**src/rtl/gaht_pkg.sv**
```systemverilog
// Shared types and constants for the graph adjacency two-hop table.
package gaht_pkg;

    // Fixed width of a node identifier and the largest number of adjacency rows.
    localparam int ID_W      = 6;
    localparam int ROW_LIMIT = 64;

    // Operation codes carried by an input word.
    typedef enum logic [1:0] {
        OP_ADD_NODE = 2'd0,
        OP_ADD_EDGE = 2'd1,
        OP_CHECK    = 2'd2,
        OP_UNUSED   = 2'd3
    } t_op;

    // Input word: one operation on one or two node identifiers.
    typedef struct packed {
        t_op             operation;
        logic [ID_W-1:0] first_id;
        logic [ID_W-1:0] second_id;
    } t_in_word;

    // Output word: connectivity answer and node status.
    typedef struct packed {
        logic connected;
        logic status;
    } t_out_word;

    // Commands from the controller to the datapath.
    typedef struct packed {
        logic first;   // take the input word and perform the first row access
        logic second;  // perform the second row access
        logic finish;  // load the result of a check into the output register
    } t_cmd;

    // Status from the datapath to the controller.
    typedef struct packed {
        logic out_free;    // the output register can take a word this cycle
        logic item_check;  // the word in progress is a check
    } t_stat;

endpackage

```
**src/rtl/gaht_ctrl.sv**
```systemverilog
// Controller state machine that sequences the two row accesses of each word.
module gaht_ctrl (
    input  logic           i_clk,
    input  logic           i_rst_n,
    input  logic           i_in_valid,
    output logic           o_in_ready,
    input  gaht_pkg::t_stat i_stat,
    output gaht_pkg::t_cmd  o_cmd
);

    typedef enum logic [1:0] {
        ST_IDLE   = 2'b01,
        ST_SECOND = 2'b10
    } t_state;

    t_state r_state, n_state;
    logic   r_pend, n_pend;

    // Next state and command decode.
    always_comb begin
        n_state      = r_state;
        n_pend       = r_pend;
        o_in_ready   = 1'b0;
        o_cmd.first  = 1'b0;
        o_cmd.second = 1'b0;
        o_cmd.finish = 1'b0;
        unique case (r_state)
            ST_IDLE: begin
                // A pending check result must find the output register free.
                o_in_ready   = !r_pend || i_stat.out_free;
                o_cmd.finish = r_pend && i_stat.out_free;
                o_cmd.first  = i_in_valid && o_in_ready;
                if (o_cmd.finish) begin
                    n_pend = 1'b0;
                end
                if (o_cmd.first) begin
                    n_state = ST_SECOND;
                end
            end
            ST_SECOND: begin
                if (i_stat.item_check) begin
                    // The check result is formed in a later idle cycle, once the output register is free.
                    o_cmd.second = 1'b1;
                    n_pend       = 1'b1;
                    n_state      = ST_IDLE;
                end else if (i_stat.out_free) begin
                    o_cmd.second = 1'b1;
                    n_state      = ST_IDLE;
                end
            end
            default: begin
                n_state = ST_IDLE;
                n_pend  = 1'b0;
            end
        endcase
    end

    // State registers.
    always_ff @(posedge i_clk) begin
        if (!i_rst_n) begin
            r_state <= ST_IDLE;
            r_pend  <= 1'b0;
        end else begin
            r_state <= n_state;
            r_pend  <= n_pend;
        end
    end

endmodule

```
**config.mk**
```make
export PLATFORM = sky130hd
export DESIGN_NAME = gaht_ctrl
export DESIGN_NICKNAME = d
export VERILOG_FILES = /design/src/rtl/gaht_pkg.sv /design/src/rtl/gaht_ctrl.sv
export SDC_FILE = /design/constraint.sdc
export NUM_CORES = 1
export LEC_CHECK = 0
export BUFFER_PORTS_ARGS = -buffer_cell sky130_fd_sc_hd__buf_2
export CAP_MARGIN = 20
export CELL_PAD_IN_SITES_DETAIL_PLACEMENT = 1
export CELL_PAD_IN_SITES_GLOBAL_PLACEMENT = 1
export CORE_AREA = 4 4 41 43
export CTS_CLUSTER_SIZE = 16
export DETAILED_ROUTE_END_ITERATION = 8
export DIE_AREA = 0 0 45 47
export PLACE_DENSITY_LB_ADDON = 0.15
export SLEW_MARGIN = 5
export SYNTH_ARGS = -nofsm -noshare
export SYNTH_HDL_FRONTEND = slang
export SYNTH_SLANG_ARGS = --single-unit
```
**constraint.sdc**
```tcl
create_clock -name i_clk -period 1.2 [get_ports i_clk]
set_input_delay 0 -clock i_clk [delete_from_list [all_inputs] [get_ports i_clk]]
set_output_delay 0 -clock i_clk [all_outputs]
set_load 0.01 [all_outputs]
```
# ---- Word level (Yosys, flattened, before mapping)
# Index checks and enable logic that the tools add are counted.
dict set report totals {
  register_bits 3
  wordCells 27
  in_bits 5
  out_inout_bits 4
}
dict set report op_classes {
  n_eq_ne 6
  muxes 13
  reduce_logical 6
}
# cell n
set op_table {}
lappend op_table {{$mux W1} 8}
lappend op_table {{$mux W2} 3}
lappend op_table {{$ne A2 B2 Y1 const B} 3}
lappend op_table {{$pmux W2 S2} 1}
lappend op_table {{$reduce_and A2 Y1} 2}
lappend op_table {{$ne A3 B3 Y1 const B} 1}
lappend op_table {{$eq A2 B1 Y1 const B} 1}
lappend op_table {{$eq A2 B2 Y1 const B} 1}
lappend op_table {{$logic_and A1 B1 Y1} 2}
lappend op_table {{$pmux W1 S2} 1}
lappend op_table {{$logic_not A1 Y1} 1}
lappend op_table {{$logic_or A1 B1 Y1} 1}

# ---- Longest topological paths before layout
dict set report depth {
  word_depth 5
  ltp_mapped 3
  depth_no_buf 3
}

# ---- Worst setup path before layout
# Ideal clock, no wire load.
dict set report synth_timing {
  path_type {register -> register}
  startpoint {register r_state[0]}
  endpoint {register r_state[1]}
  period_less_slack_ns 0.909
  n_path_buf 0
  required_time_ns 1.085
  setup_time_ns 0.115
  t_arrival_ns 0.795
  setup_slack_ns 0.291
  stages_incl_launch_ff 4
  path_cell_list {dfxtp_1 nor2b_2 and3_4 o21a_1}
}
dict set report synth_between {
  elab_chain_len 3
  elab_cells_between_ends 6
  classes_between {eq/ne (4); mux (1); reduce/logical (1)}
}
# element line_no
set synth_lines {}
lappend synth_lines {{start, declared} gaht_ctrl.sv:16} ;# t_state r_state, n_state;
lappend synth_lines {{start signal, assigned} gaht_ctrl.sv:64} ;# r_state <= n_state;
lappend synth_lines {{$eq A2 B2 Y1 or $eq A2 B1 Y1 (tied branches)} gaht_ctrl.sv:27} ;# unique case (r_state)
lappend synth_lines {{$ne A3 B3 Y1 (no line) or $ne A2 B2 Y1 (tied branches)} --}
lappend synth_lines {{$reduce_and A2 Y1 (no line)} --}
# Several ways; a longest one is shown, not always the timed one.
# A chain may end at the register's enable or synchronous reset.

==> key figures <==
Power and ir drop
  – Combinational share of power: 14.4%
  – Int Power: 0.257 mW
  – Clk pwr share: 52.7%
  – Leakage: 0.123 nW
  – Switching power: 0.0739 mW
  – Flop pwr share: 32.9%
  – Power Density: 1300 mW/mm²
  – Peak VDD IR: 0.000422 V
  – Switch share: 22.3%

Logic synthesis
  – Register area share after synthesis: 37.5%
  – Post-synthesis xor/xnor area fraction: 0%
  – Mux cell area share after synthesis: 0%
  – Syn avg cell area: 8.90 µm²
  – Mapped Cells: 18
  – Simple logic cell fraction of the synthesized area: 50.8%
  – FF+latch count, synth: 3
  – Synth Area in Compound Gates: 11.7%
  – YS warnings: 0
  – Synthesized area: 160 µm²
  – Unique masters post-synth: 12
  – Largest family of logic cells by synthesized area: simple AND/OR/NAND/NOR gates
  – Syn Nets: 23
  – Adder-Cell Fraction of Synth Area: 0%

Critical path
  – Arr. time, crit path: 1060 ps
  – Critical path origin: r_state[0]
  – CP Class: register to primary output
  – Critical Path End Type: primary output
  – Worst setup SP type: register
  – FF-to-FF Start: r_state[0]
  – CP Max Fanout: 3
  – Req. time, crit path: 1200 ps

Detailed routing
  – Number of routed nets with antenna violations: 0
  – Post-Route WL: 407 µm
  – Vias per inst: 3.70
  – 1st-pass router iterations: 2
  – WL/cell: 8.85 µm
  – Post-route DRC: 0
  – Vias: 170
  – DR iter-0 viols: 1

Place
  – Routability cong.: 0.649
  – IO Port Bufs: 8
  – DP Area: 219 µm²
  – Placed insts: 41

Run
  – Max-cap violation count: 0

Outcome
  – Outcome: finished, final reports clean

Cells and area
  – Finished Cell Area: 255 µm²
  – Diode count: 0
  – # fillers: 170
  – Ratio of cells with drive above 1 in the final layout: 45.2%
  – Final #Nets: 37
  – Commonest non-fill, non-tap cells in the layout: 8 x buf_2, 3 x nor2_1, 3 x clkbuf_4, 3 x dfxtp_1
  – Finished Layout Cells: 46
  – Layout Area Growth over Synthesis: 59.4%
  – Commonest non-fill, non-tap cell in the layout: buf_2

Clock tree
  – Post-CTS Resized: 0
  – Clock transition at path regs: 30 ps
  – Setup Fix Bufs, Post-CTS: 0
  – # hold bufs at CTS: 1
  – Htree depth: 1
  – Clock buffer count from CTS: 3
  – Root Buffer: clkbuf_4
  – Clock tree buffer depth: 2
  – Worst skew pair latency: 230 ps
  – CTS Sinks: 3
  – TritonCTS clock tree: done

Worst hold path
  – Min-delay worst type: input port to register
  – Hold Crit Start: i_stat[0]

Floorplanning
  – Starting Density: 12.3%
  – Site Rows: 13
  – Num ports: 9
  – Die area: 0.00212 mm²
  – DIE HEIGHT: 47 µm
  – Area of the core: 0.00130 mm²
  – Die width: 45 µm

Global routing
  – First-pass GRT wire length: 690 µm
  – Pin count of the biggest net entering global routing: 5
  – Vias in the first global route: 177
  – Total track usage: 5.12%
  – Remaining global-route overflow: 0
  – Initial antenna violation count: 0

STA
  – Unrepaired setup endpoints after global routing: false
  – Final hold violation count: 0
  – Pins Over Slew Limit: 0
  – Clock Skew: 1.54 ps
  – Min Tclk post-route: 1060 ps
  – Achievable frequency: 0.941 GHz
  – Fin Setup TNS: 0 ps
  – Final setup vio count: 0
  – Worst slew pin tran: 290 ps
  – Tcrit/Tclk final: 88.5%
  – Relative slew slack: 80.6%
[flip-flops by register name, indices dropped and copies added (netlist names)]
name / cells
r_state: 2
r_pend: 1
[synth_stat cells (all sizes together)]
master | number | area (µm²)
and3 | 2 | 17.5
dfxtp | 3 | 60.1
and2 | 2 | 12.5
nor2b | 1 | 8.76
o21a | 1 | 7.51
nand2b | 3 | 26.3
nor2 | 3 | 11.3
o21ai | 1 | 5.00
o22ai | 1 | 6.26
nor3 | 1 | 5.00
[routing by layer]
metal | vias up | global-route usage, % | part of all wire [%]
met5 | - | 0 | 0
li1 | 87 | - | -
met2 | 7 | 6.78 | 43
met3 | 2 | 2.68 | 11
met1 | 74 | 4.97 | 42
met4 | 0 | 7.02 | 4.7
[path summary, 6_finish.rpt]
path	end	slack, ps	cells after the start
max	o_cmd[2]	140	3
max reg2reg	r_state[0]	270	3
min	r_state[0]	70	3
min reg2reg	r_pend	640	3
[power groups by stage]
stage | registers, mW | logic, mW | clock network [mW]
floorplan | 0.109 | 0.0272 | 0
global placement | 0.110 | 0.0457 | 0
detailed placement | 0.110 | 0.0464 | 0
CTS | 0.109 | 0.0491 | 0.187
global route | 0.109 | 0.0542 | 0.195
finish | 0.109 | 0.0476 | 0.174
[worst max-delay path, cell delays in order, from the launching register on]
cell and delay [ps]:
dfxtp_1 330, nor2b_2 170, and3_4 200, buf_2 130
[cell type report]
cell class | instances | area [µm²] | share of cell area [%]
clock buffers | 4 | 26.3 | 10.3
multi-input cells | 15 | 100 | 39.2
flip-flops and latches | 3 | 60.1 | 23.5
well taps | 15 | 18.8 | 7.35
repair buffers | 9 | 50.0 | 19.6
[per-stage QoR]
step                      setup slack (ps)  util [%]  hold WS (ps)  total power [mW]
after CTS                              110      19.6          69.0             0.345
after detailed placement               254      16.8           211             0.157
after global routing                  40.1      19.6          75.9             0.358
after floorplan                        291         -          80.0             0.137
after global placement                 251      16.8           205             0.156
final                                  138      19.6          71.9             0.331
[kinds of logic (layout without fill, tap and decap cells)]
logic type | after synthesis | after routing
flops | 3 | 3
compound gates | 3 | 3
simple gates | 12 | 12
buf+inv | 0 | 13
(Power assumes the default switching activity.)
